[src/design/iruop_pkg.sv]
`default_nettype none

package iruop_pkg;

  localparam int unsigned DataWidth = 64;

  // Dense operation numbering
  typedef enum logic [5:0] {
    KIND_NOT1           = 6'd0,
    KIND_NOT8           = 6'd1,
    KIND_NOT16          = 6'd2,
    KIND_NOT32          = 6'd3,
    KIND_NOT64          = 6'd4,
    KIND_NOTV128        = 6'd5,
    KIND_1UTO8          = 6'd6,
    KIND_1UTO32         = 6'd7,
    KIND_1UTO64         = 6'd8,
    KIND_1STO8          = 6'd9,
    KIND_1STO16         = 6'd10,
    KIND_1STO32         = 6'd11,
    KIND_1STO64         = 6'd12,
    KIND_8STO16         = 6'd13,
    KIND_8STO32         = 6'd14,
    KIND_8STO64         = 6'd15,
    KIND_8UTO16         = 6'd16,
    KIND_8UTO32         = 6'd17,
    KIND_8UTO64         = 6'd18,
    KIND_16STO32        = 6'd19,
    KIND_16STO64        = 6'd20,
    KIND_16UTO32        = 6'd21,
    KIND_16UTO64        = 6'd22,
    KIND_32STO64        = 6'd23,
    KIND_32UTO64        = 6'd24,
    KIND_32TO1          = 6'd25,
    KIND_64TO1          = 6'd26,
    KIND_32TO8          = 6'd27,
    KIND_64TO8          = 6'd28,
    KIND_32TO16         = 6'd29,
    KIND_64TO16         = 6'd30,
    KIND_64TO32         = 6'd31,
    KIND_V128TO32       = 6'd32,
    KIND_V128TO64       = 6'd33,
    KIND_128TO64        = 6'd34,
    KIND_16HITO8        = 6'd35,
    KIND_32HITO16       = 6'd36,
    KIND_64HITO32       = 6'd37,
    KIND_128HITO64      = 6'd38,
    KIND_V128HITO64     = 6'd39,
    KIND_32UTOV128      = 6'd40,
    KIND_64UTOV128      = 6'd41,
    KIND_CLZ32          = 6'd42,
    KIND_CLZ64          = 6'd43,
    KIND_CTZ32          = 6'd44,
    KIND_CTZ64          = 6'd45,
    KIND_GET_MSBS8X16   = 6'd46
  } kind_t;

  // Leading zero count by halving search; an all-zero word gives 64.
  function automatic logic [6:0] lead_zeros64(input logic [63:0] value);
    logic [63:0] x;
    logic [6:0]  n;
    x = value;
    n = 7'd0;
    if (x[63:32] == 32'd0) begin n = n + 7'd32; x = x << 32; end
    if (x[63:48] == 16'd0) begin n = n + 7'd16; x = x << 16; end
    if (x[63:56] == 8'd0)  begin n = n + 7'd8;  x = x << 8;  end
    if (x[63:60] == 4'd0)  begin n = n + 7'd4;  x = x << 4;  end
    if (x[63:62] == 2'd0)  begin n = n + 7'd2;  x = x << 2;  end
    if (!x[63])            begin n = n + 7'd1;  x = x << 1;  end
    if (!x[63])            n = n + 7'd1;
    return n;
  endfunction

  function automatic logic [63:0] bit_reverse64(input logic [63:0] value);
    logic [63:0] r;
    for (int i = 0; i < DataWidth; i++) begin
      r[i] = value[DataWidth-1-i];
    end
    return r;
  endfunction

endpackage

`default_nettype wire

[src/design/ir_unary_integer_op_unit.sv]
`default_nettype none

// Unary integer IR operation unit. A request (kind, operand_lo, operand_hi)
// is taken whenever start is high; busy is always low, so one request may be
// issued every cycle. The result appears on result_lo, result_hi and
// unsupported with done high once the request has passed through the input
// register and the operation logic into the result register. The receiver
// cannot hold results off, and each result is shown for one cycle only.
// Codes above the last defined operation give zero results with
// unsupported set.
module ir_unary_integer_op_unit (
  input  wire logic                              clk,
  input  wire logic                              rst,
  input  wire logic                              start,
  output logic                                   busy,
  input  wire logic [5:0]                        kind,
  input  wire logic [iruop_pkg::DataWidth-1:0]   operand_lo,
  input  wire logic [iruop_pkg::DataWidth-1:0]   operand_hi,
  output logic                                   done,
  output logic [iruop_pkg::DataWidth-1:0]        result_lo,
  output logic [iruop_pkg::DataWidth-1:0]        result_hi,
  output logic                                   unsupported
);
  import iruop_pkg::*;

  logic                 in_valid;
  logic [5:0]           in_kind;
  logic [DataWidth-1:0] in_lo;
  logic [DataWidth-1:0] in_hi;

  logic [DataWidth-1:0] result_lo_next;
  logic [DataWidth-1:0] result_hi_next;
  logic                 unsupported_next;

  logic [6:0]  clz32_cnt, clz64_cnt, ctz32_cnt, ctz64_cnt;
  logic [15:0] msbs;

  assign busy = 1'b0;

  // Pad with ones so a zero operand counts to the operand width
  assign clz32_cnt = lead_zeros64({in_lo[31:0], 32'hFFFF_FFFF});
  assign clz64_cnt = lead_zeros64(in_lo);
  assign ctz32_cnt = lead_zeros64(bit_reverse64({32'hFFFF_FFFF, in_lo[31:0]}));
  assign ctz64_cnt = lead_zeros64(bit_reverse64(in_lo));

  always_comb begin
    for (int i = 0; i < 8; i++) begin
      msbs[i]     = in_lo[8*i+7];
      msbs[i + 8] = in_hi[8*i+7];
    end
  end

  always_comb begin
    result_lo_next   = '0;
    result_hi_next   = '0;
    unsupported_next = 1'b0;
    unique case (kind_t'(in_kind))
      KIND_NOT1:   result_lo_next = {63'd0, ~in_lo[0]};
      KIND_NOT8:   result_lo_next = {56'd0, ~in_lo[7:0]};
      KIND_NOT16:  result_lo_next = {48'd0, ~in_lo[15:0]};
      KIND_NOT32:  result_lo_next = {32'd0, ~in_lo[31:0]};
      KIND_NOT64:  result_lo_next = ~in_lo;
      KIND_NOTV128: begin
        result_lo_next = ~in_lo;
        result_hi_next = ~in_hi;
      end
      KIND_1UTO8, KIND_1UTO32, KIND_1UTO64, KIND_32TO1, KIND_64TO1:
        result_lo_next = {63'd0, in_lo[0]};
      KIND_1STO8:  result_lo_next = {56'd0, {8{in_lo[0]}}};
      KIND_1STO16: result_lo_next = {48'd0, {16{in_lo[0]}}};
      KIND_1STO32: result_lo_next = {32'd0, {32{in_lo[0]}}};
      KIND_1STO64: result_lo_next = {64{in_lo[0]}};
      KIND_8STO16: result_lo_next = {48'd0, {8{in_lo[7]}}, in_lo[7:0]};
      KIND_8STO32: result_lo_next = {32'd0, {24{in_lo[7]}}, in_lo[7:0]};
      KIND_8STO64: result_lo_next = {{56{in_lo[7]}}, in_lo[7:0]};
      KIND_8UTO16, KIND_8UTO32, KIND_8UTO64, KIND_32TO8, KIND_64TO8:
        result_lo_next = {56'd0, in_lo[7:0]};
      KIND_16STO32: result_lo_next = {32'd0, {16{in_lo[15]}}, in_lo[15:0]};
      KIND_16STO64: result_lo_next = {{48{in_lo[15]}}, in_lo[15:0]};
      KIND_16UTO32, KIND_16UTO64, KIND_32TO16, KIND_64TO16:
        result_lo_next = {48'd0, in_lo[15:0]};
      KIND_32STO64: result_lo_next = {{32{in_lo[31]}}, in_lo[31:0]};
      KIND_32UTO64, KIND_64TO32, KIND_V128TO32, KIND_32UTOV128:
        result_lo_next = {32'd0, in_lo[31:0]};
      KIND_V128TO64, KIND_128TO64, KIND_64UTOV128:
        result_lo_next = in_lo;
      KIND_16HITO8:  result_lo_next = {56'd0, in_lo[15:8]};
      KIND_32HITO16: result_lo_next = {48'd0, in_lo[31:16]};
      KIND_64HITO32: result_lo_next = {32'd0, in_lo[63:32]};
      KIND_128HITO64, KIND_V128HITO64: result_lo_next = in_hi;
      KIND_CLZ32: result_lo_next = {57'd0, clz32_cnt};
      KIND_CLZ64: result_lo_next = {57'd0, clz64_cnt};
      KIND_CTZ32: result_lo_next = {57'd0, ctz32_cnt};
      KIND_CTZ64: result_lo_next = {57'd0, ctz64_cnt};
      KIND_GET_MSBS8X16: result_lo_next = {48'd0, msbs};
      default: unsupported_next = 1'b1;
    endcase
  end

  always_ff @(posedge clk) begin
    if (rst) begin
      in_valid <= 1'b0;
      done     <= 1'b0;
    end else begin
      in_valid <= start;
      done     <= in_valid;
    end
    in_kind     <= kind;
    in_lo       <= operand_lo;
    in_hi       <= operand_hi;
    result_lo   <= result_lo_next;
    result_hi   <= result_hi_next;
    unsupported <= unsupported_next;
  end

  a_request_gives_result: assert property (@(posedge clk) disable iff (rst)
    start |=> in_valid ##1 done)
    else $error("request did not produce a result two cycles later");

  a_unsupported_zero: assert property (@(posedge clk) disable iff (rst)
    done && unsupported |-> result_lo == '0 && result_hi == '0)
    else $error("unsupported result carries data");

  a_hi_only_v128_not: assert property (@(posedge clk) disable iff (rst)
    in_valid && in_kind != KIND_NOTV128 |=> result_hi == '0)
    else $error("upper result half set by a narrow operation");

  a_count_range: assert property (@(posedge clk) disable iff (rst)
    in_valid && (in_kind == KIND_CLZ64 || in_kind == KIND_CTZ64)
    |=> result_lo <= 64'd64)
    else $error("zero count exceeds operand width");

endmodule

`default_nettype wire
[config.mk]
export PLATFORM = sky130hd
export DESIGN_NAME = ir_unary_integer_op_unit
export DESIGN_NICKNAME = d
export VERILOG_FILES = /design/src/design/iruop_pkg.sv /design/src/design/ir_unary_integer_op_unit.sv
export SDC_FILE = /design/constraint.sdc
export NUM_CORES = 1
export LEC_CHECK = 0
export BUFFER_PORTS_ARGS = -buffer_cell sky130_fd_sc_hd__buf_2
export CAP_MARGIN = 10
export CORE_MARGIN = 2
export CORE_UTILIZATION = 52
export CTS_CLUSTER_DIAMETER = 200
export CTS_CLUSTER_SIZE = 40
export DETAILED_ROUTE_END_ITERATION = 8
export PLACE_DENSITY_LB_ADDON = 0.05
export SLEW_MARGIN = 20
export SYNTH_ARGS = -nofsm -noshare
export SYNTH_HDL_FRONTEND = slang
export SYNTH_SLANG_ARGS = --single-unit
[constraint.sdc]
create_clock -name clk -period 4.3 [get_ports clk]
set_input_delay 0.215 -clock clk [delete_from_list [all_inputs] [get_ports clk]]
set_output_delay 0.215 -clock clk [all_outputs]
set_load 0.01 [all_outputs]
After elaboration in Yosys (flattened, before gate mapping)
Cells that the tools add are included.
{"block": "totals", "regBits": 265, "inputBits": 137, "out_inout_bits": 131, "wordCells": 164}
{"block": "op_classes", "add_sub_neg": 23, "n_eq_ne": 46, "n_mux": 53, "bitwise": 6, "reduce_logical": 28}
{"cell": "one-hot mux 64 bit (29 select lines)", "n": 1}
{"cell": "two-way mux 64 bit", "n": 24}
{"cell": "two-way mux 7 bit", "n": 24}
{"cell": "inverter 64 bit", "n": 2}
{"cell": "== test 6 x 5 -> 1 bit (second input constant)", "n": 16}
{"cell": "zero test 32 bit", "n": 3}
{"cell": "== test 6 bit (second input constant)", "n": 15}
{"cell": "zero test 16 bit", "n": 4}
{"cell": "adder 7 x 1 -> 7 bit (second input constant)", "n": 8}
{"cell": "== test 6 x 4 -> 1 bit (second input constant)", "n": 8}
{"cell": "OR reduction 47 bit", "n": 1}
{"cell": "zero test 8 bit", "n": 4}
{"cell": "inverter 32 bit", "n": 1}
{"cell": "adder 7 x 2 -> 7 bit (second input constant)", "n": 4}
{"cell": "adder 7 x 3 -> 7 bit (second input constant)", "n": 4}
{"cell": "adder 7 x 4 -> 7 bit (second input constant)", "n": 4}
{"cell": "== test 6 x 3 -> 1 bit (second input constant)", "n": 4}
{"cell": "adder 7 x 5 -> 7 bit (second input constant)", "n": 3}
{"cell": "two-way mux 6 bit", "n": 3}
{"cell": "zero test 4 bit", "n": 4}
{"cell": "inverter 16 bit", "n": 1}
{"cell": "== test 6 x 2 -> 1 bit (second input constant)", "n": 2}
{"cell": "OR reduction 5 bit", "n": 2}
{"cell": "zero test 2 bit", "n": 4}
{"cell": "other kinds (8)", "n": 10}

Depth between registers and ports, before layout
{"block": "depth", "depth_word": 15, "ltp_mapped": 16, "depth_no_buf": 12}

Least setup slack after synthesis
No wires, ideal clock.
{"block": "synth_timing", "path_type": "reg-to-reg", "from": "register in_lo[35]", "to": "register result_lo[1] in the netlist's numbering", "setup_ns": 0.128, "arrival_time_ns": 3.249, "t_required_ns": 4.172, "setup_slack_ns": 0.923, "stages_incl_launch_ff": 15, "path_buffers": 3, "synth_period_minus_slack_ns": 3.377, "cell_sequence": "dfxtp_1 -> or4_1 -> nor4bb_1 -> clkbuf_2 -> buf_4 -> buf_2 -> o21ai_0 -> o22ai_1 -> nor2_1 -> a211o_1 -> a211o_1 -> and3_1 -> ha_1 -> a31oi_1 -> o211ai_1"}
{"block": "synth_via", "elab_chain_cells": 15, "elab_cells_between_ends": 44, "cone_classes": "add/sub (10); mux (25); reduce/logical (9)"}
{"item": "start: declaration", "line_no": "ir_unary_integer_op_unit.sv:28", "rtl": "logic [DataWidth-1:0] in_lo;"}
{"item": "start signal: assignment", "line_no": "ir_unary_integer_op_unit.sv:109", "rtl": "in_lo <= operand_lo;"}
{"item": "zero test 32 bit", "line_no": "iruop_pkg.sv:64", "rtl": "if (x[63:32] == 32'd0) begin n = n + 7'd32; x = x << 32; end"}
{"item": "two-way mux 64 bit", "line_no": "iruop_pkg.sv:64"}
{"item": "zero test 16 bit", "line_no": "iruop_pkg.sv:65", "rtl": "if (x[63:48] == 16'd0) begin n = n + 7'd16; x = x << 16; end"}
{"item": "two-way mux 7 bit / two-way mux 64 bit (equally long branches)", "line_no": "iruop_pkg.sv:65"}
{"item": "adder 7 x 4 -> 7 bit / zero test 8 bit (equally long branches)", "line_no": "iruop_pkg.sv:66", "rtl": "if (x[63:56] == 8'd0) begin n = n + 7'd8; x = x << 8; end"}
{"item": "two-way mux 7 bit / two-way mux 64 bit (equally long branches)", "line_no": "iruop_pkg.sv:66"}
{"item": "adder 7 x 3 -> 7 bit / zero test 4 bit (equally long branches)", "line_no": "iruop_pkg.sv:67", "rtl": "if (x[63:60] == 4'd0) begin n = n + 7'd4; x = x << 4; end"}
{"item": "two-way mux 7 bit / two-way mux 64 bit (equally long branches)", "line_no": "iruop_pkg.sv:67"}
{"item": "adder 7 x 2 -> 7 bit / zero test 2 bit (equally long branches)", "line_no": "iruop_pkg.sv:68", "rtl": "if (x[63:62] == 2'd0) begin n = n + 7'd2; x = x << 2; end"}
{"item": "two-way mux 7 bit", "line_no": "iruop_pkg.sv:68"}
{"item": "adder 7 x 1 -> 7 bit", "line_no": "iruop_pkg.sv:69", "rtl": "if (!x[63]) begin n = n + 7'd1; x = x << 1; end"}
{"item": "two-way mux 7 bit", "line_no": "iruop_pkg.sv:69"}
{"item": "adder 7 x 1 -> 7 bit", "line_no": "iruop_pkg.sv:70", "rtl": "if (!x[63]) n = n + 7'd1;"}
{"item": "two-way mux 7 bit", "line_no": "iruop_pkg.sv:70"}
{"item": "one-hot mux 64 bit (29 select lines) (*)", "line_no": "ir_unary_integer_op_unit.sv:57", "rtl": "unique case (kind_t'(in_kind))"}
{"item": "net result_lo_next[1]", "line_no": "ir_unary_integer_op_unit.sv:31", "rtl": "logic [DataWidth-1:0] result_lo_next;"}
{"item": "end signal: assignment", "line_no": "ir_unary_integer_op_unit.sv:111", "rtl": "result_lo <= result_lo_next;"}
{"item": "end: declaration", "line_no": "ir_unary_integer_op_unit.sv:20", "rtl": "output logic [iruop_pkg::DataWidth-1:0] result_lo,"}
The timed path passes the listed nets; every way through them passes the cells marked *.
A chain may end at the register's enable or synchronous reset.

Final worst setup path
{"block": "layout_timing", "from": "register in_lo[21]", "to": "register result_lo[6] in the netlist's numbering"}
{"block": "layout_via", "elab_chain_cells": 15, "elab_cells_between_ends": 91, "cone_classes": "add/sub (22); mux (51); reduce/logical (18)"}
{"item": "zero test 32 bit", "line_no": "iruop_pkg.sv:64"}
{"item": "two-way mux 6 bit / two-way mux 64 bit (equally long branches)", "line_no": "iruop_pkg.sv:64"}
{"item": "adder 7 x 5 -> 7 bit / zero test 16 bit (equally long branches)", "line_no": "iruop_pkg.sv:65"}
{"item": "two-way mux 7 bit / two-way mux 64 bit (equally long branches)", "line_no": "iruop_pkg.sv:65"}
{"item": "adder 7 x 4 -> 7 bit / zero test 8 bit (equally long branches)", "line_no": "iruop_pkg.sv:66"}
{"item": "two-way mux 7 bit / two-way mux 64 bit (equally long branches)", "line_no": "iruop_pkg.sv:66"}
{"item": "adder 7 x 3 -> 7 bit / zero test 4 bit (equally long branches)", "line_no": "iruop_pkg.sv:67"}
{"item": "two-way mux 7 bit / two-way mux 64 bit (equally long branches)", "line_no": "iruop_pkg.sv:67"}
{"item": "adder 7 x 2 -> 7 bit / zero test 2 bit (equally long branches)", "line_no": "iruop_pkg.sv:68"}
{"item": "two-way mux 7 bit", "line_no": "iruop_pkg.sv:68"}
{"item": "adder 7 x 1 -> 7 bit", "line_no": "iruop_pkg.sv:69"}
{"item": "two-way mux 7 bit", "line_no": "iruop_pkg.sv:69"}
{"item": "adder 7 x 1 -> 7 bit", "line_no": "iruop_pkg.sv:70"}
{"item": "two-way mux 7 bit", "line_no": "iruop_pkg.sv:70"}
{"item": "one-hot mux 64 bit (29 select lines) (*)", "line_no": "ir_unary_integer_op_unit.sv:57"}
{"item": "net result_lo_next[6]", "line_no": "ir_unary_integer_op_unit.sv:31"}
Marks and branches as above.

==> metrics.md <==
| Metric | Value |
|---|---|
| Gpl congestion | 1.08 |
| Post-synthesis simple-gate area fraction | 16.6% |
| Initial drt markers | 1219 |
| Post-Layout Cell Count | 1691 |
| Initial core utilization | 53.1% |
| Number of synthesized flops with an enable pin | 0 |
| Synth area leader | dfxtp_1 |
| # IOs | 268 |
| Cells along the critical path | nor4_1 -> and2_1 -> buf_4 -> nand2_1 -> a21oi_1 -> buf_4 -> o22ai_1 -> a221oi_2 -> a2111oi_0 -> o21ai_0 -> inv_1 -> ha_1 -> a32oi_1 -> o2111ai_1 |
| Post-route setup slack | 461 ps |
| Most frequent cell after synthesis | dfxtp_1 |
| GRT Overall Usage | 42.2% |
| Hold crit path type | in2reg |
| Die Wd | 142 µm |
| Post-Syn Area | 0.00993 mm² |
| Full die area | 0.0202 mm² |
| Synth top cells by count | 265 x dfxtp_1, 148 x nor2_1, 86 x nand2_1 |
| Status | complete, no violations |
| Post-DP HPWL | 29600 µm |
| Vias in the first global route | 10600 |
| Compound-gate portion of the synthesized area | 25.0% |
| Post-DP Area | 0.0117 mm² |
| Hold WS | 343 ps |
| Yosys top cell area share | 53.4% |
| Post-cts repair resize count | 0 |
| Max-slew headroom | 19.8% |
| Syn Nets | 1199 |
| Ratio of cells with drive above 1 in the final layout | 26.1% |
| Mux cell area share after synthesis | 0.202% |
| Total gr overflow | 0 |
| Fin crit share | 89.3% |
| Post-placement setup slack | 612 ps |
| Routed WL per cell | 26.2 µm |
| M1 WL | 16300 µm |
| Syn_area_per_cell | 9.37 µm² |
| Routed Antenna Nets | 0 |
| Crit path kind | reg2reg |
| I/O Buffers | 266 |
| Yosys warning total | 0 |
| Placed insts | 1542 |
| Die height | 142 µm |
| Via count | 10900 |
| Highest Clock Rate | 260 MHz |
| Critical Path Source Type | flop |
| Syn Inst Count | 1060 |
| Initial antenna violation count | 1 |
| Leakage Power | 6.06 nW |
| Largest net degree at the start of global routing | 62 |
| DRC viols | 0 |
| MaxCap Viol Count | 0 |
| CTS H-tree depth | 1 |
| WP data required | 4670 ps |
| First-pass GRT wire length | 63900 µm |
| Slowest-stage cell, CP | nor4_1 |
| CTS tree | done |
| Ys async rst share | 0% |
| Core area | 0.0187 mm² |
| Total iterations of the first detailed-routing run | 8 |
| Wire length on met2 | 20300 µm |
| Pwr dens | 334 mW/mm² |
| Top routing layer in use | met4 |
| Final Setup Violations | 0 |
| Critical Path End Type | flop |
| Adder-cell share of the synthesized area | 0.252% |
| Met3 WL post-DR | 5280 µm |
| Peak supply drop | 467 µV |
| Clk slew on worst S/H paths | 140 ps |
| CP max FO | 26 |
| Seq cells post-synth | 265 |
| Worst path bufs/invs | 3 |
| Design Area, Final | 0.0134 mm² |
| Clock Tree Root | clkbuf_16 |
| Post-synth top flop | dfxtp_1 |
| Sink Count | 265 |
| Filler Cell Count | 1300 |
| CP delay by family, top | compound AO/OA/AOI/OAI gates |
| DR vias/cell | 6.44 |
| Most frequent cell on the critical path | buf_4 |
| Final Hold Vio Count | 0 |
| Synth-to-layout area growth | 34.8% |
| Largest family of logic cells by synthesized area | compound AO/OA/AOI/OAI gates |
| # rows | 50 |
| Clock Skew | 26.9 ps |
| Area contributors post-synth | dfxtp_1 53%, nor2_1 5.6%, a221oi_1 3.9% |
| Measured slew at the worst slew-check pin | 1200 ps |
| Nets | 1595 |
| CTS max path bufs | 3 |
| Max Slew Vio Count | 0 |
| Xor and xnor area share after synthesis | 0% |
| WL final | 44400 µm |
| Tmin final | 3840 ps |
| RSZ-0062 raised after global routing | no |
| Worst-Skew Late Latency | 500 ps |
| Clock buffer count from CTS | 10 |
| Synth unique cells | 76 |
| Register area share after synthesis | 53.4% |
| Critical path arrival | 4210 ps |
| Sum of negative setup slack | 0 ps |
| Max incr delay on CP | 510 ps |
## metal layers
layer / global-route usage, % / up-vias
met3: 9.72 / 172
met2: 68.7 / 867
li1: - / 4712
met4: 20.7 / 0
met1: 52.8 / 5133
met5: 0 / -
## cell families after synthesis
family | count (synthesis)
and+or+nand+nor | 353
AOI/OAI and AO/OA | 335
DFF | 265
buffers and inverters | 102
muxes | 2
adders and majority gates | 2
other | 1
## cell type report
class                           count  area (µm²)  area share, %
Clock buffer                       11         275           2.06
Multi-Input combinational cell    693        4210           31.4
Antenna cell                        1        2.50         0.0187
Sequential cell                   265        5310           39.6
Clock inverter                      1        16.3          0.122
Inverter                           10        37.5          0.280
Timing Repair Buffer              476        3250           24.3
Tap cell                          234         293           2.19
## registers in the layout (all words and copies together) (netlist names)
name	flops
done	1
result_lo	64
unsupported	1
result_hi	64
in_lo	64
in_valid	1
in_kind	6
in_hi	64
## metrics by stage
stage / utilization [%] / power (mW)
2_1_floorplan: - / 2.91
3_3_place_gp: 62.7 / 3.19
3_5_place_dp: 62.7 / 3.19
4_1_cts: 71.5 / 4.43
5_1_grt: 71.6 / 4.58
6_report: 71.6 / 4.48
## worst paths after layout
path | startpoint | to | slack [ps] | cells after the start
setup / recovery | in_lo[21]$_DFF_P_ | result_lo[6]$_DFF_P_ | 460 | 14
hold / removal | operand_hi[60] | in_hi[60]$_DFF_P_ | 340 | 2
setup reg to reg | in_lo[21]$_DFF_P_ | result_lo[6]$_DFF_P_ | 460 | 14
hold reg to reg | in_hi[28]$_DFF_P_ | result_hi[28]$_SDFF_PN0_ | 430 | 1
## worst register-to-register path, cell delays in order (launching register included)
cell and delay [ps]:
dfxtp_1 460, nor4_1 510, and2_1 280, buf_4 330, nand2_1 170, a21oi_1 240
buf_4 220, o22ai_1 110, a221oi_2 400, a2111oi_0 110, o21ai_0 270, inv_1 80
ha_1 240, a32oi_1 190, o2111ai_1 140
## placed cells by master (no fill, tap or decap), types with 36 or more instances in the layout
master and n:
a221oi_1 44, a21oi_1 55, nand2_1 86, dlygate4sd3_1 136
dfxtp_1 265, a22oi_1 43, nor2_1 147, o21ai_0 36
buf_4 74, buf_2 266
## report_power, final
group | switching [mW] | total, mW | internal, mW | leakage, nW
clock network | 0.729 | 1.20 | 0.475 | 0.143
logic | 0.314 | 0.590 | 0.276 | 3.72
registers | 0.110 | 2.68 | 2.57 | 2.20
## timing repair
item | in CTS | in global routing
setup buffers | 0 | 0
hold buffers | 136 | 0
hold endpoints to repair | 136 | 0
Power figures use the tool's default switching activity.
